<file path="config.mk">
export PLATFORM = sky130hd
export DESIGN_NAME = tlpw_ctrl
export DESIGN_NICKNAME = d
export VERILOG_FILES = /design/src/rtl/tlpw_pkg.sv /design/src/rtl/tlpw_ctrl.sv
export SDC_FILE = /design/constraint.sdc
export NUM_CORES = 1
export LEC_CHECK = 0
export CAP_MARGIN = 30
export CORE_AREA = 2 2 47 60
export DETAILED_ROUTE_END_ITERATION = 8
export DIE_AREA = 0 0 49 62
export DONT_BUFFER_PORTS = 1
export PLACE_DENSITY = 0.58
export SYNTH_ARGS = -nofsm -noshare
export SYNTH_HDL_FRONTEND = slang
export SYNTH_SLANG_ARGS = --single-unit
</file>
<file path="constraint.sdc">
create_clock -name clk -period 2.4 [get_ports clk]
set_input_delay 0.24 -clock clk [delete_from_list [all_inputs] [get_ports clk]]
set_output_delay 0.24 -clock clk [all_outputs]
set_load 0.02 [all_outputs]
</file>
<file path="src/rtl/tlpw_pkg.sv">
// Shared types and constants for the two-level page walk memory unit.
// No dependencies; used by the controller, datapath and top level.
`timescale 1ns / 1ps
package tlpw_pkg;
	localparam int MEM_BYTES = 65536;
	localparam int MEM_AW    = $clog2(MEM_BYTES);

	localparam logic [31:0] PRESENT_BIT  = 32'h1;
	localparam logic [31:0] ACCESSED_BIT = 32'h20;
	localparam logic [31:0] DIRTY_BIT    = 32'h40;
	localparam logic [31:0] OFFSET_MASK  = 32'hfff;
	localparam logic [12:0] PAGE_BYTES   = 13'h1000;

	// config register indexes
	localparam logic CFG_PAGE_DIR_BASE = 1'b0;
	localparam logic CFG_PAGING_ENABLE = 1'b1;

	localparam logic [1:0] FLT_OK    = 2'd0;
	localparam logic [1:0] FLT_DIR   = 2'd1;
	localparam logic [1:0] FLT_TBL   = 2'd2;
	localparam logic [1:0] FLT_RANGE = 2'd3;

	// datapath operation codes
	localparam logic [3:0] OP_NONE    = 4'd0;
	localparam logic [3:0] OP_LOAD    = 4'd1;  // capture request
	localparam logic [3:0] OP_DE_ADDR = 4'd2;  // form directory entry address
	localparam logic [3:0] OP_TE_ADDR = 4'd3;  // form table entry address
	localparam logic [3:0] OP_RD_WORD = 4'd4;  // read byte of entry
	localparam logic [3:0] OP_WR_WORD = 4'd5;  // write byte of entry
	localparam logic [3:0] OP_SET_PA  = 4'd6;  // phys address from table entry
	localparam logic [3:0] OP_DATA    = 4'd7;  // one data byte access
	localparam logic [3:0] OP_CHECK   = 4'd8;  // range check of data halves
	localparam logic [3:0] OP_NEXT    = 4'd9;  // switch to high half

	typedef struct packed {
		logic [3:0] op;
		logic [1:0] idx;    // byte index in word
		logic       dirty;  // set dirty bit on write-back
	} dp_cmd_t;

	typedef struct packed {
		logic       ent_fits;   // current entry address in range
		logic       ent_pres;   // loaded entry present
		logic       data_fits;  // all data bytes in range
		logic       is_wr;
		logic       virt;
		logic       split;
		logic       half;       // 0 low, 1 high
		logic [2:0] len;        // byte count of current half
	} dp_sts_t;
endpackage

</file>
<file path="src/rtl/tlpw_ctrl.sv">
// Controller state machine sequencing walk, write-backs and data bytes.
// Depends on tlpw_pkg.
`timescale 1ns / 1ps
module tlpw_ctrl (
	input  logic              clk,
	input  logic              arst_n,
	input  logic              in_valid,
	output logic              in_ready,
	output logic              out_valid,
	input  logic              out_ready,
	output logic [1:0]        fault_code,
	output logic              rd_clr,
	output tlpw_pkg::dp_cmd_t cmd,
	input  tlpw_pkg::dp_sts_t sts
);
	localparam logic [3:0] S_IDLE = 4'd0, S_START = 4'd1, S_DE = 4'd2, S_DE_RD = 4'd3,
		S_DE_CHK = 4'd4, S_DE_WB = 4'd5, S_TE = 4'd6, S_TE_RD = 4'd7, S_TE_CHK = 4'd8,
		S_TE_WB = 4'd9, S_PA = 4'd10, S_CHECK = 4'd11, S_DATA = 4'd12, S_DRAIN = 4'd13,
		S_DONE = 4'd14;

	logic [3:0] state_q;
	logic [2:0] cnt_q;
	logic [1:0] flt_q;

	assign in_ready   = (state_q == S_IDLE);
	assign out_valid  = (state_q == S_DONE);
	assign fault_code = flt_q;
	assign rd_clr     = flt_q != tlpw_pkg::FLT_OK;

	// command decode
	always_comb begin
		cmd = '{op: tlpw_pkg::OP_NONE, idx: cnt_q[1:0], dirty: 1'b0};
		case (state_q)
			S_IDLE:   if (in_valid) cmd.op = tlpw_pkg::OP_LOAD;
			S_DE:     cmd.op = tlpw_pkg::OP_DE_ADDR;
			S_TE:     cmd.op = tlpw_pkg::OP_TE_ADDR;
			S_DE_RD, S_TE_RD: if (!cnt_q[2]) cmd.op = tlpw_pkg::OP_RD_WORD;
			S_DE_WB:  if (!cnt_q[2]) cmd.op = tlpw_pkg::OP_WR_WORD;
			S_TE_WB:  begin
				if (!cnt_q[2]) cmd.op = tlpw_pkg::OP_WR_WORD;
				cmd.dirty = sts.is_wr;
			end
			S_PA:     cmd.op = tlpw_pkg::OP_SET_PA;
			S_CHECK:  cmd.op = tlpw_pkg::OP_CHECK;
			S_DATA: begin
				if (cnt_q < sts.len) cmd.op = tlpw_pkg::OP_DATA;
				else if (sts.split && !sts.half) cmd.op = tlpw_pkg::OP_NEXT;
			end
			default: ;
		endcase
	end

	// sequencing
	always_ff @(posedge clk or negedge arst_n) begin
		if (!arst_n) begin
			state_q <= S_IDLE;
			cnt_q   <= '0;
			flt_q   <= tlpw_pkg::FLT_OK;
		end else begin
			case (state_q)
				S_IDLE: if (in_valid) begin
					state_q <= S_START;
					flt_q   <= tlpw_pkg::FLT_OK;
				end
				S_START: state_q <= sts.virt ? S_DE : S_CHECK;
				S_DE: begin
					state_q <= S_DE_RD;
					cnt_q   <= '0;
				end
				S_DE_RD: begin
					if (!sts.ent_fits) begin
						flt_q <= tlpw_pkg::FLT_RANGE;
						state_q <= S_DONE;
					end else if (cnt_q == 3'd5) state_q <= S_DE_CHK;
					cnt_q <= cnt_q + 3'd1;
				end
				S_DE_CHK: begin
					cnt_q <= '0;
					if (!sts.ent_pres) begin
						flt_q <= tlpw_pkg::FLT_DIR;
						state_q <= S_DONE;
					end else state_q <= S_DE_WB;
				end
				S_DE_WB: begin
					cnt_q <= cnt_q + 3'd1;
					if (cnt_q == 3'd3) state_q <= S_TE;
				end
				S_TE: begin
					state_q <= S_TE_RD;
					cnt_q   <= '0;
				end
				S_TE_RD: begin
					if (!sts.ent_fits) begin
						flt_q <= tlpw_pkg::FLT_RANGE;
						state_q <= S_DONE;
					end else if (cnt_q == 3'd5) state_q <= S_TE_CHK;
					cnt_q <= cnt_q + 3'd1;
				end
				S_TE_CHK: begin
					cnt_q <= '0;
					if (!sts.ent_pres) begin
						flt_q <= tlpw_pkg::FLT_TBL;
						state_q <= S_DONE;
					end else state_q <= S_TE_WB;
				end
				S_TE_WB: begin
					cnt_q <= cnt_q + 3'd1;
					if (cnt_q == 3'd3) state_q <= S_PA;
				end
				S_PA: begin
					// low half of split: take pa0, then walk the high page
					if (sts.split && !sts.half) state_q <= S_DE;
					else state_q <= S_CHECK;
				end
				S_CHECK: begin
					cnt_q <= '0;
					if (!sts.data_fits) begin
						flt_q <= tlpw_pkg::FLT_RANGE;
						state_q <= S_DONE;
					end else state_q <= S_DATA;
				end
				S_DATA: begin
					if (cnt_q >= sts.len) begin
						cnt_q <= '0;
						// low half done: go on with the high half bytes
						if (sts.split && !sts.half) state_q <= S_DATA;
						else state_q <= S_DRAIN;
					end else cnt_q <= cnt_q + 3'd1;
				end
				S_DRAIN: state_q <= S_DONE;
				S_DONE: if (out_ready) state_q <= S_IDLE;
				default: state_q <= S_IDLE;
			endcase
		end
	end

`ifndef NO_ASSERTIONS
	a_one_side: assert property (@(posedge clk) disable iff (!arst_n)
		!(in_ready && out_valid)) else $error("ready and valid together");
	a_done_hold: assert property (@(posedge clk) disable iff (!arst_n)
		out_valid && !out_ready |=> out_valid && $stable(flt_q)) else $error("result dropped");
	a_accept: assert property (@(posedge clk) disable iff (!arst_n)
		in_valid && in_ready |=> state_q == S_START) else $error("accept lost");
`endif
endmodule

</file>
# Word level (Yosys, flattened, before mapping)
# Cells that the tools add are included.
dict set report op_classes {
  n_addsub 1
  magnitude_cmp 2
  n_eq_ne 27
  n_mux 31
  n_reduce_logical 12
}
# cell count
set ops {}
lappend ops {{$pmux 4 s15} 1}
lappend ops {{$mux 4} 14}
lappend ops {{$pmux 4 s8} 1}
lappend ops {{$eq 4x4->1 const B} 7}
lappend ops {{$eq 4x3->1 const B} 4}
lappend ops {{$ne 2x2->1 const B} 8}
lappend ops {{$mux 2} 6}
lappend ops {{$mux 3} 4}
lappend ops {{$pmux 2 s5} 1}
lappend ops {{$pmux 3 s3} 1}
lappend ops {{$eq 4x2->1 const B} 2}
lappend ops {{$reduce_and 7->1} 1}
lappend ops {{$ne 3x3->1 const B} 2}
lappend ops {{$reduce_and 6->1} 1}
lappend ops {{$reduce_bool 5->1} 1}
lappend ops {{$reduce_or 5->1} 1}
lappend ops {{$eq 4x1->1 const B} 1}
lappend ops {{$logic_not 4->1} 1}
lappend ops {{$reduce_or 2->1} 2}
lappend ops {{$reduce_or 4->1} 1}
lappend ops {{$add 3x1->3 const B} 1}
lappend ops {{$eq 3x2->1 const B} 1}
lappend ops {{$eq 3x3->1 const B} 1}
lappend ops {{$ge 3x3->1} 1}
lappend ops {{7 further kinds} 9}
dict set report totals {
  reg_bits 9
  input_bits 14
  output_inout_bits 12
  word_cells 76
}

# Logic depth before layout (Yosys ltp)
# Gate-level depths: netlist of the first run.
dict set report depth {
  word_depth 5
  mapped_depth 8
  mapped_depth_nobuf 7
}

# Worst setup path after synthesis of the first run
# Ideal clock, no wire load.
dict set report synth_timing {
  kind {register to output}
  start {register cnt_q[1]}
  end {output port cmd[5] (netlist name)}
  arrival_ps 1725
  required_ps 2160
  slack_ps 435
  path_stages_with_launch 6
  cell_sequence {dfrtp_1 -> ha_1 -> a21o_1 -> a21oi_1 -> a22oi_1 -> o21ai_0}
}
# element line_no
set synth_rtl {}
lappend synth_rtl {{start: declaration} tlpw_ctrl.sv:22} ;# logic [2:0] cnt_q;
lappend synth_rtl {{start signal: assignment} tlpw_ctrl.sv:75} ;# cnt_q <= cnt_q + 3'd1;
lappend synth_rtl {{start signal: assignment} tlpw_ctrl.sv:85} ;# cnt_q <= cnt_q + 3'd1;
lappend synth_rtl {{start signal: assignment} tlpw_ctrl.sv:97} ;# cnt_q <= cnt_q + 3'd1;
lappend synth_rtl {{end: declaration} tlpw_ctrl.sv:13} ;# output tlpw_pkg::dp_cmd_t cmd,

==> flow_summary.toml, run 1 <==
[status]
status = "finished, final reports clean"

[die]
ioPinCount = 26
core_mm2 = 0.002549
dieHeight_um = 62
die_w_um = 49
start_util_pct = 42.42
dieArea_mm2 = 0.003038
fp-row-count = 21

[critical_path]
required_ns = 2.16
crit_path_max_fanout = 5
timing.rr.end = "state_q[1]"
arrival_ns = 2.01
crit_type = "reg -> out"
reg2reg_from = "cnt_q[0]"
end_kind = "output port"
r2r_cells = 7
r2r_slack_ns = 0.40
start_kind = "flip-flop"

[layout]
syn_to_final_growth_pct = 3.820
drive_above_1_share_pct = 11.97
fin_util_pct = 44.04
final_area_mm2 = 0.001122
fillCellCount = 275
layout.nets = 163
antenna_cells = 0

[grt]
grt_pass1_wl_mm = 4.195
grtUsageTotal_pct = 17.98
grt_max_degree = 21
antenna_found_initial = 0
grt.overflow.total = 0
grt_pass1_vias = 971

[yosys]
ys_ff_latch = 9
synth_area_mm2 = 0.001081
yosysSeqAreaShare_pct = 20.83
yosysUniqueCellTypes = 45
synth-edff-count = 0
ys.flop_type = "dfrtp_1"
synthArstFlopShare_pct = 100.0
syn_area_per_cell_um2 = 7.507
yosys_warnings = 0
synth_nets = 164
synth_cells = 144

[cts]
htree_levels = 1
cts.sinks = 9
clk_pin_slew_ns = 0.06
worstSkewPairLatency_ns = 0.25
post_cts.repair.setup_buffers = 0
cts_inserted_buffers = 3
clockBufferDepth = 2
root_buffer = "clkbuf_4"
cts_tree = "done"

[timing]
finalCritPeriodShare_pct = 93.55
hold_violations = 0
fmax_ghz = 0.4454
rsz0062_at_grt = "false"
tns_ns = 0
period_needed_ns = 2.245
worst_slew_pin_slew_ns = 0.6570
finalSetupViolations = 0
maxSlewViolCount = 0
fin_skew_ns = 0.004049
max_slew_margin_pct = 56.20

[drt]
dr_total_vias = 1037
avgRoutedWirePerCell_um = 14.59
drt-total-wl_mm = 2.567
drc = 0
first_iter_violations = 40
avgViaCountPerCell = 5.892
ant_nets = 0
drt_first_pass_iters = 4

[pwr]
peakVddDrop_mv = 0.6771
p_leak_uw = 0.0004814
p_per_area_mw_per_mm2 = 1617

[placement]
dpl.hpwl_mm = 1.996
port_buffers = 0
place.gp.congestion = 0.8431
placed_cell_area_mm2 = 0.001082

[hold_path]
min_path_cells = 3
hold_class = "in -> reg"
hold-path-endpoint = "state_q[1]"
hp-start = "sts[8]"

[run]
maxCapViolCount = 0
logic make-up (layout without fill, tap and decap cells):
kind of cell,Yosys count,after routing,share of synthesized area (%)
simple gates,54,54,27.09
compound gates,50,50,30.79
buf+inv,22,20,10.76
flops,9,9,20.83
fa+ha+maj,6,6,6.944
mux,2,2,2.083
xor+xnor,1,1,1.505
metrics by stage:
stage	setup slack (ns)	std cells	total power, uW	hold WS (ns)
2_1_floorplan	0.4354	144	1497	-0.05559
3_3_place_gp	0.3354	171	1664	-0.05523
3_5_place_dp	0.3161	171	1690	-0.05525
4_1_cts	0.03696	176	1811	0.3216
5_1_grt	0.03359	176	2013	0.3389
6_report	0.1549	176	1814	0.3255
state kept, by name, indices dropped and copies added (netlist names):
register and count:
cnt_q 3, state_q 4, fault_code 2
critical path, cell delays in order, from the launching register on:
cell,delay [ns]
dfrtp_1,0.49
ha_1,0.35
a21o_1,0.19
a21oi_2,0.22
nand3_1,0.11
a21oi_1,0.39
layer usage:
metal	global-route usage (%)	vias to the layer above	share of wire, %
met5	0	-	0
met4	8.163	0	1.6
met3	2.632	6	4.4
met2	31.90	37	51
met1	22.11	477	43
li1	-	517	-
report_power, final:
| part | switching [uW] | total [uW] | internal (uW) |
|---|---|---|---|
| Combinational | 705 | 1230 | 525 |
| Sequential | 242 | 471 | 229 |
| Clock | 48.6 | 112 | 63.8 |
| Total | 996 | 1810 | 818 |
synthesized netlist by cell type, types with 3 or more instances:
| library cell | count | area, um2 |
|---|---|---|
| nand2_1 | 12 | 45.04 |
| nor2_1 | 12 | 45.04 |
| o21ai_0 | 12 | 60.06 |
| a21oi_1 | 11 | 55.05 |
| dfrtp_1 | 9 | 225.2 |
| inv_1 | 9 | 33.78 |
| buf_2 | 6 | 30.03 |
| ha_1 | 6 | 75.07 |
| nand2b_1 | 6 | 37.54 |
| buf_4 | 5 | 37.54 |
| nor3_1 | 5 | 25.02 |
| o22ai_1 | 5 | 31.28 |
| a211oi_1 | 4 | 30.03 |
| nor2b_1 | 4 | 25.02 |
| a22o_1 | 3 | 26.28 |
worst max path at each step:
stage               slack, ns  depth (start not counted)      to     start
floorplan                0.44                          5  cmd[5]  cnt_q[1]
global placement         0.34                          5  cmd[4]  cnt_q[1]
detailed placement       0.32                          5  cmd[4]  cnt_q[1]
CTS                      0.04                          5  cmd[4]  cnt_q[1]
global route             0.03                          6  cmd[5]  cnt_q[1]
finish                   0.15                          5  cmd[4]  cnt_q[1]
layout by cell type (no fill, tap or decap), drive strengths merged, types with 6 or more instances in the layout:
| master | netlist | routed |
|---|---|---|
| a21oi | 12 | 12 |
| dfrtp | 9 | 9 |
| ha | 6 | 6 |
| inv | 9 | 9 |
| nand2 | 13 | 13 |
| nand2b | 6 | 6 |
| nor2 | 12 | 12 |
| o21ai | 13 | 13 |
area by class of cell:
| type | instances | area [um2] | share of cell area [%] |
|---|---|---|---|
| well taps | 34 | 42.54 | 3.790 |
| multi-input cells | 113 | 743.2 | 66.22 |
| inverters | 10 | 37.54 | 3.344 |
| repair buffers | 6 | 47.55 | 4.236 |
| clock buffers | 4 | 26.28 | 2.341 |
| flip-flops and latches | 9 | 225.2 | 20.07 |
repair_timing:
item / CTS / global route
hold buffers: 1 / 0
endpoints found under the setup margin: 0 / 2
hold endpoints to repair: 9 / 0
gates resized for setup: 0 / 1
No activity file was read; power rests on OpenSTA's default activity.
==> run 2, diff against run 1 <==
CELL_PAD_IN_SITES_DETAIL_PLACEMENT = 1   (was default)
CELL_PAD_IN_SITES_GLOBAL_PLACEMENT = 2   (was default)
CORE_AREA = 2 2 53 68   (was 2 2 47 60)
DIE_AREA = 0 0 55 70   (was 0 0 49 62)
PLACE_DENSITY = 0.76   (was 0.58)
==> flow_summary.toml, run 2 (synthesized netlist as in run 1, its figures left out) <==
[status]
status = "finished, final reports clean"

[hold_path]
hold_class = "in -> reg"

[cts]
clk_pin_slew_ns = 0.05
cts_inserted_buffers = 3
root_buffer = "clkbuf_8"
cts_tree = "done"
post_cts.repair.setup_buffers = 0
htree_levels = 1
clockBufferDepth = 2
worstSkewPairLatency_ns = 0.23
cts.sinks = 9

[critical_path]
cpPeakStageDelay_ns = 0.49
end_kind = "output port"
arrival_ns = 1.92
crit_type = "reg -> out"
crit_path_max_fanout = 5
required_ns = 2.16
worst_path_max_delay_cell = "dfrtp_1"
start_kind = "flip-flop"
cp_cell_sequence = "ha_1, a21o_1, a21oi_2, a22oi_1, o21ai_0, buf_4"

[placement]
dpl.hpwl_mm = 2.438
port_buffers = 0
place.gp.congestion = 0.8452

[pwr]
peakVddDrop_mv = 0.6515
p_leak_uw = 0.0005144
p_per_area_mw_per_mm2 = 1673
power.total_uw = 1989

[grt]
antenna_found_initial = 0
grt_max_degree = 23
grt_pass1_wl_mm = 5.333
grtUsageTotal_pct = 18.74
grt_pass1_vias = 1097
grt.overflow.total = 0

[timing]
finalSetupViolations = 0
finalCritPeriodShare_pct = 89.91
tns_ns = 0
fin_skew_ns = 0.002910
worst_slew_pin_slew_ns = 0.6162
max_slew_margin_pct = 58.92
period_needed_ns = 2.158
rsz0062_at_grt = "false"
maxSlewViolCount = 0
fmax_ghz = 0.4634
hold_violations = 0

[layout]
final_cell_mix = "12 x nand2_1, 12 x nor2_1, 12 x o21ai_0"
largest_register = "state_q"
largest_register_ffs = 4
antenna_cells = 0
syn_to_final_growth_pct = 9.954
layout.nets = 168
fillCellCount = 425
drive_above_1_share_pct = 15.65

[die]
ioPinCount = 26
fp-row-count = 24
die_w_um = 55
core_mm2 = 0.003303
dieArea_mm2 = 0.003850
start_util_pct = 32.73
dieHeight_um = 70

[drt]
first_iter_violations = 16
drc = 0
drt-total-wl_mm = 3.171
avgViaCountPerCell = 5.887
avgRoutedWirePerCell_um = 17.05
ant_nets = 0
dr_total_vias = 1095
drt_first_pass_iters = 4

[run]
maxCapViolCount = 0
-- run 2: cell types whose count changed in the layout (fill, tap and decap cells not counted) --
cell | previous run | this run
a21oi_2 | 1 | 2
a21oi_1 | 10 | 9
clkbuf_4 | 3 | 0
clkbuf_8 | 0 | 3
buf_4 | 5 | 10
-- run 2: metrics by stage --
| stage | worst slack [ns] | hold WS (ns) | util, % | cells | area (um2) |
|---|---|---|---|---|---|
| after floorplan | 0.4354 | -0.05559 | - | 144 | 1081 |
| final | 0.2421 | 0.3040 | 35.98 | 186 | 1189 |
| after global routing | 0.05098 | 0.3536 | 35.98 | 186 | 1189 |
| after CTS | 0.06036 | 0.3044 | 35.76 | 186 | 1181 |
| after global placement | 0.3184 | -0.05522 | 34.09 | 181 | 1126 |
| after detailed placement | 0.3113 | -0.05525 | 34.09 | 181 | 1126 |
-- run 2: power breakdown --
part / internal (uW) / total (uW) / leakage (uW) / switching (uW)
Combinational: 578 / 1380 / 0.000381 / 806
Clock: 116 / 175 / 0.0000228 / 59.5
Sequential: 230 / 430 / 0.000111 / 199
-- run 2: layout make-up --
class                           count  area, um2  share of cell area (%)
Inverter                           10      37.54                   3.158
Tap cell                           39      48.80                   4.105
Timing Repair Buffer               11      85.08                   7.158
Sequential cell                     9      225.2                   18.95
Clock buffer                        4      45.04                   3.789
Multi-Input combinational cell    113      747.0                   62.84
-- run 2: per-layer routing --
layer | vias to the layer above | GRT usage [%] | part of all wire, %
li1 | 535 | - | -
met1 | 539 | 23.93 | 43
met2 | 17 | 31.08 | 52
met3 | 4 | 1.923 | 2.6
met4 | 0 | 7.317 | 1.5
met5 | - | 0 | 0
-- run 2: timing repair --
item,4_1_cts,5_1_grt
endpoints found under the hold margin,9,0
gates resized for setup,0,2
hold buffers,1,0
setup endpoints to repair,0,2
-- run 2: critical path: cells and delay by family, from the launching register on --
| kind | cells | cell delay (ns) |
|---|---|---|
| compound gates | 4 | 0.69 |
| fa+ha+maj | 1 | 0.35 |
| buf+inv | 1 | 0.16 |
| flops | 1 | 0.49 |
-- run 2: path summary, 6_finish.rpt --
path,startpoint,to,slack (ns),depth (start not counted)
min in group asynchronous,arst_n,state_q[0],0.39,1
max in group asynchronous,arst_n,state_q[2],1.71,1
max,cnt_q[1],cmd[5],0.24,6
min,sts[8],state_q[1],0.30,3
min reg2reg,cnt_q[0],cnt_q[0],0.66,3
max reg2reg,cnt_q[1],state_q[2],0.42,6
